===== src/hdl/ybf_pkg.sv =====
`default_nettype none
// ----------------------------------------------------------------------------
// ybf_pkg
// shared types, codes and the crc step of the ymodem block framer
// ----------------------------------------------------------------------------
package ybf_pkg;

    localparam logic [1:0] OP_PAYLOAD = 2'd0;
    localparam logic [1:0] OP_FILL    = 2'd1;
    localparam logic [1:0] OP_EOT     = 2'd2;

    localparam logic [7:0] CH_SOH      = 8'h01;
    localparam logic [7:0] CH_STX      = 8'h02;
    localparam logic [7:0] CH_EOT      = 8'h04;
    localparam logic [7:0] CH_SUB      = 8'h1A;
    localparam logic [7:0] CH_NUL      = 8'h00;
    localparam logic [7:0] CH_ALL_ONES = 8'hFF;

    localparam logic [15:0] CRC_POLY  = 16'h1021;
    localparam logic [15:0] CRC_INIT  = 16'h0000;
    localparam logic [7:0]  BLK_FIRST = 8'h01;

    localparam int COUNT_W     = 11;
    localparam int QUEUE_DEPTH = 4;

    typedef struct packed {
        logic [1:0] operation;
        logic [7:0] data_byte;
        logic       small_block;
    } t_in_item;

    typedef struct packed {
        logic [7:0] out_byte;
        logic       last_of_run;
        logic       block_done;
    } t_out_item;

    // one accepted item, as the back end has to emit it
    typedef struct packed {
        logic        eot;
        logic        hdr;
        logic        hdr_small;
        logic [7:0]  blk_num;
        logic [7:0]  data;
        logic        crc_tail;
        logic [15:0] crc;
    } t_run;

    function automatic logic [15:0] crc16_byte(input logic [15:0] crc_in,
                                               input logic [7:0]  b);
        logic [15:0] c;
        c = crc_in ^ {b, 8'h00};
        for (int i = 0; i < 8; i++) begin
            if (c[15]) begin
                c = {c[14:0], 1'b0} ^ CRC_POLY;
            end else begin
                c = {c[14:0], 1'b0};
            end
        end
        return c;
    endfunction

endpackage
`default_nettype wire


===== src/hdl/ybf_front.sv =====
`default_nettype none
// ----------------------------------------------------------------------------
// ybf_front
// accepts input items, tracks block state and crc, queues one run per payload, fill or end item
// ----------------------------------------------------------------------------
module ybf_front #(
    parameter int LARGE_BLOCK_BYTES = 1024,
    parameter int SMALL_BLOCK_BYTES = 128
) (
    input  wire                i_clk,
    input  wire                i_rst_n,
    input  wire                i_in_valid,
    output logic               o_in_stall,
    input  ybf_pkg::t_in_item  i_in_item,
    input  wire                i_full,
    output logic               o_push,
    output ybf_pkg::t_run      o_run
);
    import ybf_pkg::*;

    localparam logic [COUNT_W-1:0] LargeSize = COUNT_W'(LARGE_BLOCK_BYTES);
    localparam logic [COUNT_W-1:0] SmallSize = COUNT_W'(SMALL_BLOCK_BYTES);

    logic               r_in_block, n_in_block;
    logic [COUNT_W-1:0] r_count, n_count;
    logic               r_is_small, n_is_small;
    logic [15:0]        r_crc, n_crc;
    logic [7:0]         r_blk, n_blk;

    logic               accept;
    logic               cur_small;
    logic [7:0]         cur_byte;
    logic [15:0]        crc_new;
    logic [COUNT_W-1:0] cnt_new;
    t_run               run;

    assign o_in_stall = i_full;
    assign accept     = i_in_valid && !i_full;

    always_comb begin
        n_in_block = r_in_block;
        n_count    = r_count;
        n_is_small = r_is_small;
        n_crc      = r_crc;
        n_blk      = r_blk;
        run        = '0;
        o_push     = 1'b0;
        cur_small  = r_in_block ? r_is_small : i_in_item.small_block;
        if (i_in_item.operation == OP_PAYLOAD) begin
            cur_byte = i_in_item.data_byte;
        end else begin
            cur_byte = cur_small ? CH_NUL : CH_SUB;
        end
        crc_new = crc16_byte(r_in_block ? r_crc : CRC_INIT, cur_byte);
        cnt_new = (r_in_block ? r_count : '0) + COUNT_W'(1);
        if (accept) begin
            case (i_in_item.operation) inside
                OP_EOT: begin
                    o_push     = 1'b1;
                    run.eot    = 1'b1;
                    n_in_block = 1'b0;
                    n_count    = '0;
                    n_crc      = CRC_INIT;
                    n_blk      = BLK_FIRST;
                end
                OP_PAYLOAD, OP_FILL: begin
                    o_push        = 1'b1;
                    run.hdr       = !r_in_block;
                    run.hdr_small = cur_small;
                    run.blk_num   = r_blk;
                    run.data      = cur_byte;
                    run.crc       = crc_new;
                    if (cnt_new >= (cur_small ? SmallSize : LargeSize)) begin
                        run.crc_tail = 1'b1;
                        n_in_block   = 1'b0;
                        n_count      = '0;
                        n_crc        = CRC_INIT;
                        if (!cur_small) begin
                            n_blk = r_blk + 8'd1;
                        end
                    end else begin
                        n_in_block = 1'b1;
                        n_is_small = cur_small;
                        n_count    = cnt_new;
                        n_crc      = crc_new;
                    end
                end
                default: begin
                end
            endcase
        end
    end

    assign o_run = run;

    always_ff @(posedge i_clk) begin
        if (!i_rst_n) begin
            r_in_block <= 1'b0;
            r_count    <= '0;
            r_is_small <= 1'b0;
            r_crc      <= CRC_INIT;
            r_blk      <= BLK_FIRST;
        end else begin
            r_in_block <= n_in_block;
            r_count    <= n_count;
            r_is_small <= n_is_small;
            r_crc      <= n_crc;
            r_blk      <= n_blk;
        end
    end

endmodule
`default_nettype wire


===== src/hdl/ybf_queue.sv =====
`default_nettype none
// ----------------------------------------------------------------------------
// ybf_queue
// short run queue between front and back ends
// ----------------------------------------------------------------------------
module ybf_queue (
    input  wire            i_clk,
    input  wire            i_rst_n,
    input  wire            i_push,
    input  ybf_pkg::t_run  i_run,
    input  wire            i_pop,
    output ybf_pkg::t_run  o_head,
    output logic           o_full,
    output logic           o_empty
);
    import ybf_pkg::*;

    localparam int PtrW = $clog2(QUEUE_DEPTH);
    localparam int CntW = $clog2(QUEUE_DEPTH + 1);

    t_run            r_mem [QUEUE_DEPTH];
    logic [PtrW-1:0] r_wr, r_rd;
    logic [CntW-1:0] r_cnt;

    assign o_full  = (r_cnt == CntW'(QUEUE_DEPTH));
    assign o_empty = (r_cnt == '0);
    assign o_head  = r_mem[r_rd];

    always_ff @(posedge i_clk) begin
        if (i_push) begin
            r_mem[r_wr] <= i_run;
        end
    end

    always_ff @(posedge i_clk) begin
        if (!i_rst_n) begin
            r_wr  <= '0;
            r_rd  <= '0;
            r_cnt <= '0;
        end else begin
            if (i_push) begin
                r_wr <= (r_wr == PtrW'(QUEUE_DEPTH - 1)) ? '0 : r_wr + PtrW'(1);
            end
            if (i_pop) begin
                r_rd <= (r_rd == PtrW'(QUEUE_DEPTH - 1)) ? '0 : r_rd + PtrW'(1);
            end
            r_cnt <= r_cnt + CntW'(i_push) - CntW'(i_pop);
        end
    end

`ifndef ASSERT_OFF
    a_no_overflow: assert property (@(posedge i_clk) disable iff (!i_rst_n)
        o_full |-> !i_push)
        else $error("push into full queue");
    a_no_underflow: assert property (@(posedge i_clk) disable iff (!i_rst_n)
        o_empty |-> !i_pop)
        else $error("pop from empty queue");
`endif

endmodule
`default_nettype wire


===== src/hdl/ybf_back.sv =====
`default_nettype none
// ----------------------------------------------------------------------------
// ybf_back
// walks each queued run and emits its bytes into the output register
// ----------------------------------------------------------------------------
module ybf_back (
    input  wire                i_clk,
    input  wire                i_rst_n,
    input  ybf_pkg::t_run      i_head,
    input  wire                i_empty,
    output logic               o_pop,
    output logic               o_out_valid,
    input  wire                i_out_stall,
    output ybf_pkg::t_out_item o_out_item
);
    import ybf_pkg::*;

    typedef enum logic [2:0] {
        PH_HDR0, PH_HDR1, PH_HDR2, PH_DATA, PH_CRCH, PH_CRCL, PH_EOT
    } t_phase;

    logic      r_mid;
    t_phase    r_phase;
    logic      r_ov;
    t_out_item r_out;

    t_phase    cur, nxt;
    logic      load, fin;
    t_out_item item;

    assign load = (!r_ov || !i_out_stall) && !i_empty;

    always_comb begin
        if (r_mid) begin
            cur = r_phase;
        end else if (i_head.eot) begin
            cur = PH_EOT;
        end else if (i_head.hdr) begin
            cur = PH_HDR0;
        end else begin
            cur = PH_DATA;
        end
        item = '0;
        fin  = 1'b0;
        nxt  = PH_DATA;
        case (cur)
            PH_HDR0: begin
                item.out_byte = i_head.hdr_small ? CH_SOH : CH_STX;
                nxt = PH_HDR1;
            end
            PH_HDR1: begin
                item.out_byte = i_head.hdr_small ? CH_NUL : i_head.blk_num;
                nxt = PH_HDR2;
            end
            PH_HDR2: begin
                item.out_byte = i_head.hdr_small ? CH_ALL_ONES : ~i_head.blk_num;
                nxt = PH_DATA;
            end
            PH_DATA: begin
                item.out_byte = i_head.data;
                fin = !i_head.crc_tail;
                nxt = PH_CRCH;
            end
            PH_CRCH: begin
                item.out_byte = i_head.crc[15:8];
                nxt = PH_CRCL;
            end
            PH_CRCL: begin
                item.out_byte   = i_head.crc[7:0];
                item.block_done = 1'b1;
                fin = 1'b1;
            end
            PH_EOT: begin
                item.out_byte = CH_EOT;
                fin = 1'b1;
            end
            default: begin
                fin = 1'b1;
            end
        endcase
        item.last_of_run = fin;
    end

    assign o_pop       = load && fin;
    assign o_out_valid = r_ov;
    assign o_out_item  = r_out;

    always_ff @(posedge i_clk) begin
        if (!i_rst_n) begin
            r_mid   <= 1'b0;
            r_phase <= PH_DATA;
            r_ov    <= 1'b0;
        end else begin
            if (load) begin
                r_ov    <= 1'b1;
                r_out   <= item;
                r_mid   <= !fin;
                r_phase <= nxt;
            end else if (!i_out_stall) begin
                r_ov <= 1'b0;
            end
        end
    end

`ifndef ASSERT_OFF
    a_done_is_last: assert property (@(posedge i_clk) disable iff (!i_rst_n)
        (r_ov && r_out.block_done) |-> r_out.last_of_run)
        else $error("block end byte not last of its run");
    a_mid_has_head: assert property (@(posedge i_clk) disable iff (!i_rst_n)
        r_mid |-> !i_empty)
        else $error("run in progress without queued head");
    a_crc_follows: assert property (@(posedge i_clk) disable iff (!i_rst_n)
        (load && cur == PH_CRCH) |=> (r_mid && r_phase == PH_CRCL))
        else $error("crc high byte not followed by low byte");
`endif

endmodule
`default_nettype wire


===== src/hdl/ymodem_block_framer_top.sv =====
`default_nettype none
// ----------------------------------------------------------------------------
// ymodem_block_framer_top
// frames payload, fill and end items into a ymodem byte stream with crc-16
// ----------------------------------------------------------------------------
// input channel carries one item per word: payload byte, fill byte or end.
// output channel carries one framed byte per word, flagged last of its run
// and block done on the crc low byte that closes a block.
// a block opens with three header bytes (soh 00 ff or stx n ~n), passes its
// data bytes, and closes with the crc high then low byte; end gives eot.
// an accepted item is queued, and its first byte then enters the output word.
// payload and fill items are taken one per cycle while the queue has room;
// the output side emits one byte per cycle unless stalled, so a block of n
// bytes becomes n + 5 output bytes and the run queue between the tracking
// front end and the serializer absorbs the header and crc bytes. unused
// operation codes are taken and dropped. when the receiver stalls the output
// word holds and the queue fills; once it holds four runs the input stalls.
// reset closes any open block, clears the crc and byte count, empties the
// queue and restarts block numbering at 1.
// ----------------------------------------------------------------------------
module ymodem_block_framer_top #(
    parameter int LARGE_BLOCK_BYTES = 1024,
    parameter int SMALL_BLOCK_BYTES = 128
) (
    input  wire                i_clk,
    input  wire                i_rst_n,
    input  wire                i_in_valid,
    output logic               o_in_stall,
    input  ybf_pkg::t_in_item  i_in_item,
    output logic               o_out_valid,
    input  wire                i_out_stall,
    output ybf_pkg::t_out_item o_out_item
);
    import ybf_pkg::*;

    logic push, pop, full, empty;
    t_run run, head;

    ybf_front #(
        .LARGE_BLOCK_BYTES (LARGE_BLOCK_BYTES),
        .SMALL_BLOCK_BYTES (SMALL_BLOCK_BYTES)
    ) u_front (
        .i_clk      (i_clk),
        .i_rst_n    (i_rst_n),
        .i_in_valid (i_in_valid),
        .o_in_stall (o_in_stall),
        .i_in_item  (i_in_item),
        .i_full     (full),
        .o_push     (push),
        .o_run      (run)
    );

    ybf_queue u_queue (
        .i_clk   (i_clk),
        .i_rst_n (i_rst_n),
        .i_push  (push),
        .i_run   (run),
        .i_pop   (pop),
        .o_head  (head),
        .o_full  (full),
        .o_empty (empty)
    );

    ybf_back u_back (
        .i_clk       (i_clk),
        .i_rst_n     (i_rst_n),
        .i_head      (head),
        .i_empty     (empty),
        .o_pop       (pop),
        .o_out_valid (o_out_valid),
        .i_out_stall (i_out_stall),
        .o_out_item  (o_out_item)
    );

endmodule
`default_nettype wire

===== config.mk =====
export PLATFORM = sky130hd
export DESIGN_NAME = ymodem_block_framer_top
export DESIGN_NICKNAME = d
export VERILOG_FILES = /design/src/hdl/ybf_pkg.sv /design/src/hdl/ybf_front.sv /design/src/hdl/ybf_queue.sv /design/src/hdl/ybf_back.sv /design/src/hdl/ymodem_block_framer_top.sv
export SDC_FILE = /design/constraint.sdc
export NUM_CORES = 1
export LEC_CHECK = 0
export ABC_CLOCK_PERIOD_IN_PS = 6900
export BUFFER_PORTS_ARGS = -buffer_cell sky130_fd_sc_hd__buf_2
export CAP_MARGIN = 10
export CORE_MARGIN = 1.5
export CORE_UTILIZATION = 69
export CTS_BUF_LIST = sky130_fd_sc_hd__clkbuf_4
export DETAILED_ROUTE_END_ITERATION = 6
export PLACE_DENSITY = 0.86
export REMOVE_ABC_BUFFERS = 1
export SLEW_MARGIN = 20
export SYNTH_ARGS = -nofsm -noshare
export SYNTH_HDL_FRONTEND = slang
export SYNTH_SLANG_ARGS = --single-unit

===== constraint.sdc =====
create_clock -name i_clk -period 6.9 [get_ports i_clk]
set_clock_uncertainty 0.15 [all_clocks]
set_input_delay 0.69 -clock i_clk [delete_from_list [all_inputs] [get_ports i_clk]]
set_output_delay 0.69 -clock i_clk [all_outputs]
set_load 0.03 [all_outputs]

Yosys cells after proc, flatten, opt, wreduce, memory -nomap -nowiden:

Memory sizes are Yosys's and may differ from the RTL's. A register that Yosys moved wholly into a read port is not among the register bits.
Index checks and enable logic that the tools add are counted.

* bits in registers: 59
* memory bits (writable): 144
* output and inout port bits: 12
* memories kept: 1

Memories
* u_queue.r_mem: depth 4, bits a word 36, read ports 1, clocked after memory_dff 1, wr ports 1, RTL line ybf_queue.sv:21 `t_run r_mem [QUEUE_DEPTH];`

* add/sub/neg operators: 6
* order comparisons: 1
* eq/ne operators: 13
* mux-type cells: 53
* bitwise operators: 12
* reductions and logical operators: 22

Operators with widths (number)
* $mux 13: 8
* $mux 35: 2
* $mux 16: 4
* $mux 8: 7
* $pmux 8 s7: 1
* $mux 11: 5
* $mux 36: 1
* $not 3->3: 8
* $xor 16x16->16: 1
* $mux 1: 14
* $eq 3x3->1 const B: 4
* $mux 2: 6
* $pmux 3 s4: 1
* $add 11x1->11 const B: 1
* $ge 11x11->1: 1
* $add 8x1->8 const B: 1
* $not 8->8: 1
* $reduce_and 4->1: 2
* $logic_not 1->1: 7
* $eq 2x2->1 const B: 3
* $eq 3x2->1 const B: 2
* $logic_not 3->1: 2
* $mux 3: 2
* $mux 5: 1
* other kinds (16): 22

Longest topological paths before layout:

Gate-level depths: netlist of the first run.

* word-level depth: 23
* depth in mapped cells: 21
* mapped depth without buffers: 16

Cells and area by module:

A second synthesis of the first run with hierarchy kept.

* cell total of the unflattened synthesis: 646
* area total of the unflattened synthesis: 9181.3 µm²

By module, submodules not included
* ybf_queue: times used 1, cells an instance 232, area each 5706.7 µm², seq. area each 4504.3 µm²
* ybf_front: times used 1, cells an instance 310, area each 2456.1 µm², seq. area each 740.7 µm²
* ybf_back: times used 1, cells an instance 104, area each 1018.5 µm², seq. area each 400.4 µm²

Least setup slack after synthesis of the first run:

OpenSTA, ideal clock, no wires.

* path kind: register to register
* from: register u_front.r_in_block
* to: register u_front.r_blk[6]
* setup time: 125 ps
* data arrival time: 3785 ps
* path slack: 2840 ps
* cell stages (with the launch flop): 19
* path buffers: 3
* cell sequence: dfxtp_1 -> buf_4 -> clkbuf_1 -> clkbuf_1 -> and2_1 -> ha_1 -> nand2_1 -> nor4_4 -> nand3_1 -> xor2_1 -> nor2_1 -> ha_1 -> nand2_1 -> nor3_1 -> a32oi_1 -> or4_4 -> a311o_1 -> o211ai_1 -> o31ai_1

* cells in the longest elaborated chain, start to end: 5
* elaborated cells between the ends (all ways): 8
* those cells by class: add/sub (1); order compare (1); eq/ne (1); mux (3); reduce/logical (2)

Ends and longest elaborated chain
* start, declared: RTL line ybf_front.sv:24 `logic r_in_block, n_in_block;`
* start signal, assigned: RTL line ybf_front.sv:104 `r_in_block <= n_in_block;`
* $mux 11 or $mux 1 (tied branches): RTL line ybf_front.sv:55, ybf_front.sv:48
* $add 11x1->11 or $mux 11 (tied branches): RTL line ybf_front.sv:55, ybf_front.sv:73
* $ge 11x11->1: RTL line ybf_front.sv:73 `if (cnt_new >= (cur_small ? SmallSize : LargeSize)) begin`
* $reduce_bool 2->1 (no line)
* $reduce_and 4->1 (no line) *
* end signal, assigned: RTL line ybf_front.sv:108 `r_blk <= n_blk;`
* end, declared: RTL line ybf_front.sv:28 `logic [7:0] r_blk, n_blk;`

Mark *: on every way between the ends. The rest lies on a longest branch, timed or not.
A chain may end at the register's enable or synchronous reset.

Final worst setup path of the first run:

* from: register u_front.r_in_block
* to: register u_front.r_crc[13]

* cells in the longest elaborated chain, start to end: 13
* elaborated cells between the ends (all ways): 21
* those cells by class: add/sub (1); order compare (1); mux (16); bitwise (3)

Ends and longest elaborated chain
* parallel branches: the longest is 10 deep, another holds $add 11x1->11
* $mux 16 *: RTL line ybf_front.sv:73
* $mux 16 * (2 in a row): RTL line ybf_front.sv:57 `case (i_in_item.operation) inside`
* end signal, assigned: RTL line ybf_front.sv:107 `r_crc <= n_crc;`
* end, declared: RTL line ybf_front.sv:27 `logic [15:0] r_crc, n_crc;`

Mark *: on every way between the ends. The select of a mux whose other input is x is not followed.

==> results by group, run 1 <==
Pwr
  – Design Power: 3.41 mW
  – VDD IR max: 167 uV
  – Leakage power: 3.43 nW
  – Power Density: 341 mW/mm^2

Outcome
  – Outcome: finished, final reports clean

Setup path
  – RR Startpoint: u_front.r_in_block
  – CP max stage cell: a21oi_1
  – Critical-path maximum fanout: 30
  – Critical path class: flop to flop
  – Max incr delay on CP: 0.40 ns
  – Reg-to-Reg End: u_front.r_crc[13]
  – Path depth of the worst reg2reg path: 16
  – Startpoint Class: flop
  – Crit-path most repeated cell: nand2_1
  – CP Data Arrival Time: 4.54 ns
  – CP Data Required Time: 7.29 ns
  – Delay-heaviest family, CP: simple AND/OR/NAND/NOR gates
  – CP Cell Sequence: buf_4, nand2_1, inv_1, ha_1, nand2_1, nor4_4, nand3_1, xor2_1, nor2_1, ha_1, a21oi_1, nand3_1, nor2b_1, buf_4, nand2_1, o21ai_0
  – Internal reg-to-reg setup slack: 2.76 ns
  – Buffers & Inverters on Critical Path: 3
  – Crit end category: flop

Synthesis
  – Post-Syn Area: 0.00907 sq mm
  – Number of distinct library cells after synthesis: 65
  – Synth Flop Type: edfxtp_1
  – Synthesis Warnings: 0
  – Syn Area/Cell: 13.9 sq um
  – Async SR Flop Fraction: 0%
  – Post-synth EDFFs: 154
  – Post-synthesis sequential area ratio: 62.2%
  – #FFs+latches synth: 205
  – Post-Syn Instances: 652

Route
  – Detailed Routing Iterations Pass 1: 6
  – WL final: 20100 um
  – DRC: 0
  – Drt wl/cell: 21.7 um
  – 1st-iter DRT viols: 695
  – Routed via count: 5891
  – Remaining antenna violation count: 0
  – Vias per cell: 6.36

Clock tree
  – CTS HTree Levels: 2
  – TritonCTS clock tree: built
  – Worst-case clock buffer depth: 3
  – Hold Buf Count CTS: 0
  – # clock sinks: 205
  – Setup repair bufs after CTS: 0
  – Later-pin clock latency in the skew report: 0.64 ns
  – Worst-path clk slew: 0.06 ns
  – TritonCTS Buffers: 51
  – Clock root cell: clkbuf_4
  – Post-CTS resize count: 0

GRT
  – First-pass GRT wire length: 31600 um
  – Initial antenna violation count: 1
  – Met2 Usage GRT: 49.8%
  – Met1 usage: 38.3%
  – Total congestion overflow: 0
  – GR peak layer: met2
  – All-Layer GR Usage: 29.9%
  – Number of global-route vias before repair: 5983
  – Met3 Resource Use GR: 6.30%
  – Largest net degree at the start of global routing: 52

STA
  – Max Slew Vio Count: 0
  – Period minus WS final: 4.14 ns
  – Final Worst Setup Slack: 2.76 ns
  – Fmax: 241 MHz
  – Final setup TNS: 0 ns
  – Slew Limit Headroom: 47.7%
  – Final worst-path cycle share: 60.1%
  – Hold Vio Cnt, Final: 0
  – Slew @ Worst Pin: 0.779 ns
  – RSZ-0062 raised after global routing: false
  – Setup violators final: 0

Cells and area
  – Fraction of layout cells with a size suffix above 1: 22.4%
  – Final Cell Area: 0.00998 sq mm
  – Layout Utilization: 78.5%
  – Area Growth Syn to Fin: 10.0%
  – Fill cells: 749
  – NumNets Final: 738

Hold path
  – Hold Path Sink: u_back.o_out_valid
  – Hold path cells: 3
  – Worst hold path type: input port to flop
  – Min-Delay Startpoint: i_out_stall

Die
  – Row cnt: 41
  – Core area: 0.0127 sq mm
  – IO Pins: 27
  – Die area: 0.0138 sq mm
  – Die height: 118 um
  – Die outline width: 118 um
  – Initial core utilization: 71.3%

Placed design
  – DP Area: 0.00935 sq mm
  – DP Wirelength: 12600 um
  – PortBufs: 26
  – Pre-CTS setup slack: 2.83 ns
  – Routability cong.: 0.969

Flow run
  – Max-Cap Viols: 0
-- where the power goes --
part / switching (mW) / internal (mW)
registers: 0.0786 / 1.47
clock network: 0.475 / 0.480
logic: 0.541 / 0.364
total: 1.09 / 2.31
-- layout make-up --
cell class	count	area, sq um	share of cell area, %
Clock inverter	24	93.8	0.940
Sequential cell	205	5650	56.6
Tap cell	172	215	2.16
Antenna cell	1	2.50	0.0251
Timing Repair Buffer	38	220	2.21
Multi-Input combinational cell	396	3200	32.0
Inverter	19	71.3	0.715
Clock buffer	71	533	5.34
-- cell usage in the layout, fill, tap and decap left out, types with 4 or more instances in the layout --
cell type  instances
edfxtp_1         154
clkbuf_4          71
dfxtp_1           50
nand2_1           49
mux4_2            36
nor2_1            36
and2_1            31
buf_2             26
clkinv_1          23
nor2b_1           22
a22oi_1           20
o21ai_0           19
xnor2_1           18
inv_1             17
nand3_1           16
mux2i_1           14
xor2_1            12
buf_4             12
ha_1              11
a21oi_1           10
nand2b_1          10
nand4_1            7
a21boi_0           7
o211ai_1           6
and3_1             5
nor3_1             4
mux2_2             4
o22ai_1            4
a211oi_1           4
a31oi_1            4
-- cell families after synthesis --
| logic type | after synthesis | share of synthesized area [%] |
|---|---|---|
| AOI/OAI and AO/OA | 100 | 8.01 |
| xor gates and xnor gates | 30 | 2.90 |
| adders and majority gates | 12 | 1.74 |
| buffers and inverters | 51 | 2.50 |
| DFF | 205 | 62.2 |
| muxes | 54 | 11.0 |
| and+or+nand+nor | 200 | 11.6 |
-- synth_stat cells, types with 4 or more instances --
cell type	count	area (sq um)
and2_1	31	194
mux4_2	36	811
ha_1	11	138
o21ai_0	19	95.1
nor3_1	4	20.0
dfxtp_1	51	1020
nand4_1	7	43.8
mux2i_1	14	140
o211ai_1	6	45.0
o22ai_1	4	25.0
nor2_1	36	135
xnor2_1	18	158
a31oi_1	4	25.0
a21boi_0	7	52.6
mux2_2	4	45.0
a21oi_1	10	50.1
nand3_1	16	80.1
nand2b_1	10	62.6
and3_1	5	31.3
nor2b_1	22	138
inv_1	17	63.8
clkbuf_1	21	78.8
a211oi_1	4	30.0
buf_2	7	35.0
edfxtp_1	154	4620
xor2_1	12	105
a22oi_1	20	150
nand2_1	49	184
-- registers in the layout, indices dropped and copies added, names as in the netlist, named ones only --
register and count:
u_back.o_out_item 10, u_back.o_out_valid 1, u_queue.r_rd 2, u_front.r_count 11
u_queue.r_cnt 3, u_front.r_crc 16, u_front.r_in_block 1, u_front.r_blk 8
u_back.r_mid 1, u_queue.r_mem 144, u_queue.r_wr 2, u_back.r_phase 3
u_front.r_is_small 1
-- stage by stage --
stage	hold slack, ns	cells
after floorplan	0.284	620
after global placement	0.303	830
after detailed placement	0.315	830
after CTS	0.199	925
after global routing	0.238	926
final	0.231	926
-- worst max path at each step --
stage	cells after the start	slack (ns)	startpoint	to
after floorplan	11	2.23	flop	u_queue.r_cnt[2]
after CTS	12	2.75	flop	u_queue.r_cnt[2]
after global routing	16	2.49	u_front.r_in_block	u_front.r_crc[8]
after detailed placement	12	2.83	flop	u_queue.r_cnt[2]
after global placement	12	2.95	flop	u_queue.r_cnt[2]
final	16	2.76	u_front.r_in_block	u_front.r_crc[13]
-- worst reg2reg max path, delay by kind of cell, from the launching register on --
family / cells / cell delay, ns
buf+inv: 3 / 0.75
fa+ha+maj: 2 / 0.53
flops: 1 / 0.31
xor+xnor: 1 / 0.17
simple gates: 8 / 1.52
compound gates: 2 / 0.64
-- metal layers --
layer | vias to the layer above | part of all wire [%]
met5 | - | 0
met4 | 0 | 3.6
met3 | 66 | 7.9
met2 | 327 | 50
met1 | 2887 | 38
li1 | 2611 | -
Power figures use the tool's default switching activity.
==> inputs of run 2 (changes only) <==
- ABC_CLOCK_PERIOD_IN_PS: 6900 -> 4250
- CORE_UTILIZATION: 69 -> 64
- PLACE_DENSITY: 0.86 -> 0.81
- clock period: 6.9 -> 4.25 ns (I/O delays scaled with it)
==> run 2 against run 1 <==
  * Sequential power increased by 61%
  * Flip-flop and latch count did not move
  * Sequential share of layout area shrank 0.71 points
  * Via count grew 0.68%
  * Wire length is 2.7% higher
  * Hold slack worse by 0.17 ns
  * Cell area is 1.3% higher
  * Count of clock-buffer cells in the layout rose by 8
  * Die area increased by 7.6%
  * Total power up 66%
  * Critical path type unchanged
==> results by group, run 2 (same netlist as run 1, synthesis figures left out) <==
GRT
  – Total congestion overflow: 0 (unchanged)
  – All-Layer GR Usage: 29.2% (-0.74 points)
  – First-pass GRT wire length: 32100 um (+1.4%)
  – Number of global-route vias before repair: 5935 (-0.80%)
  – Largest net degree at the start of global routing: 39 (-25%)
  – Initial antenna violation count: 1 (unchanged)

Clock tree
  – Clock root cell: clkbuf_4
  – Worst-case clock buffer depth: 3 (unchanged)
  – # clock sinks: 205 (unchanged)
  – CTS HTree Levels: 2 (unchanged)
  – Later-pin clock latency in the skew report: 0.68 ns (+0.04 ns)
  – Setup repair bufs after CTS: 0 (unchanged)
  – TritonCTS Buffers: 50 (-2.0%)
  – TritonCTS clock tree: built
  – Worst-path clk slew: 0.07 ns (about the same)

Route
  – DRC: 0 (unchanged)
  – WL final: 20700 um (+2.7%)
  – Vias per cell: 6.31 (-0.82%)
  – Drt wl/cell: 22.0 um (+1.1%)
  – 1st-iter DRT viols: 765 (+10%)
  – Remaining antenna violation count: 0 (unchanged)
  – Detailed Routing Iterations Pass 1: 6 (unchanged)
  – Routed via count: 5931 (+0.68%)

Outcome
  – Outcome: finished, final reports clean

Flow run
  – Max-Cap Viols: 0 (unchanged)

Placed design
  – Routability cong.: 0.861 (-11%)
  – PortBufs: 26 (unchanged)
  – DP Area: 0.00939 sq mm (+0.43%)
  – DP Wirelength: 13300 um (+5.2%)
  – Dpl cells: 842 (+1.4%)
  – Pre-CTS setup slack: 0.370 ns (-2.46 ns)

Setup path
  – RR Startpoint: u_front.r_in_block
  – CP Data Arrival Time: 4.33 ns (-0.21 ns)
  – Critical path class: flop to flop
  – Critical-path maximum fanout: 9 (-70%)
  – Startpoint Class: flop
  – Crit end category: flop
  – Internal reg-to-reg setup slack: 0.28 ns (-2.48 ns)
  – CP Data Required Time: 4.61 ns (-2.68 ns)
  – Path depth of the worst reg2reg path: 15 (-1)
  – Reg-to-Reg End: u_front.r_blk[7]

Cells and area
  – Area Growth Syn to Fin: 11.4%
  – Fraction of layout cells with a size suffix above 1: 24.2% (+1.8 points)
  – Most frequent cells in the layout: 154 x edfxtp_1, 79 x clkbuf_4, 50 x dfxtp_1
  – Top flop regs: u_queue.r_mem: 144 flops, u_front.r_crc: 16 flops, u_front.r_count: 11 flops
  – Most common cell after layout, fill and taps aside: edfxtp_1
  – Max FFs per register: 144 (unchanged)
  – Cell Count, Final, Fillers Out: 940 (+1.5%)
  – Largest register by flop count: u_queue.r_mem
  – Final Cell Area: 0.0101 sq mm (+1.3%)
  – Layout Utilization: 72.8% (-5.6 points)
  – NumNets Final: 744 (+0.81%)
  – Fill cells: 897 (+20%)

STA
  – Hold_ws: 0.0647 ns (-0.166 ns)
  – Period minus WS final: 3.97 ns (-0.175 ns)
  – RSZ-0062 raised after global routing: false
  – Fmax: 252 MHz (+4.4%)
  – Slew Limit Headroom: 59.4% (+12 points)
  – Final Worst Setup Slack: 0.281 ns (-2.48 ns)
  – Max Slew Vio Count: 0 (unchanged)
  – Final worst-path cycle share: 93.4% (+33 points)
  – Final setup TNS: 0 ns (unchanged)
  – Setup violators final: 0 (unchanged)
  – Hold Vio Cnt, Final: 0 (unchanged)
  – Slew @ Worst Pin: 0.605 ns (-0.174 ns)

Hold path
  – Hold Path Sink: u_queue.r_mem[0][17]
  – Hold path cells: 3 (unchanged)
  – Worst hold path type: input port to flop
  – Min-Delay Startpoint: i_in_item[1]

Die
  – Row cnt: 43 (+4.9%)
  – Die height: 122 um (+3.7%)
  – Die area: 0.0149 sq mm (+7.6%)
  – Die outline width: 122 um (+3.7%)
  – Initial core utilization: 65.3% (-6.0 points)
  – Core area: 0.0139 sq mm (+9.1%)
  – IO Pins: 27 (unchanged)

Pwr
  – Leakage power: 3.50 nW (+2.1%)
  – Design Power: 5.67 mW (+66%)
  – VDD IR max: 395 uV (+140%)
  – Power Density: 561 mW/mm^2 (+64%)
==> run 2: layout make-up <==
class	instances	area [sq um]	area share (%)
inverter	19	71.3	0.706
clock inverter	15	90.1	0.891
tap	180	225	2.23
clock buffer	79	593	5.87
multi-input combinational	396	3200	31.6
timing repair buffer	45	280	2.77
antenna	1	2.50	0.0248
sequential	205	5650	55.9
==> run 2: metal layers <==
layer	global-route usage, %	vias to the layer above	wire [um]
li1	-	2630	-
met5	0	-	0
met4	12.7	0	741
met3	7.16	64	1740
met1	36.0	2884	7740
met2	49.1	353	10500
==> run 2: timing repair <==
item | in CTS | in global routing
hold buffers | 3 | 0
resized for setup | 0 | 0
hold endpoints to repair | 8 | 0
==> run 2: worst max-delay path, cell delays in order, from the launching register on <==
cell and delay [ns]:
dfxtp_1 0.48, and2_1 0.18, ha_1 0.26, nand2_1 0.13, nor4_4 0.27, nand3_1 0.14
xor2_1 0.16, nor2_1 0.07, ha_1 0.30, nand2_1 0.09, nor3_1 0.20, a32oi_1 0.08
or4_4 0.49, a311o_1 0.47, o211ai_1 0.28, o31ai_1 0.11
==> run 2: how the worst max path moves through the flow <==
stage	from	end	slack (ns)	depth (start not counted)
global route	u_front.r_in_block	u_front.r_blk[7]	0.04	16
detailed placement	u_front.r_in_block	u_front.r_blk[7]	0.37	15
CTS	u_front.r_in_block	u_front.r_blk[7]	0.35	15
floorplan	flop	u_queue.r_cnt[2]	-0.42	11
finish	u_front.r_in_block	u_front.r_blk[7]	0.28	15
global placement	u_front.r_in_block	u_front.r_blk[7]	0.57	15
==> run 2: power breakdown <==
| group | total (mW) | switching, mW | internal, mW |
|---|---|---|---|
| registers | 2.50 | 0.113 | 2.39 |
| logic | 1.49 | 0.887 | 0.603 |
| clock network | 1.68 | 0.771 | 0.910 |
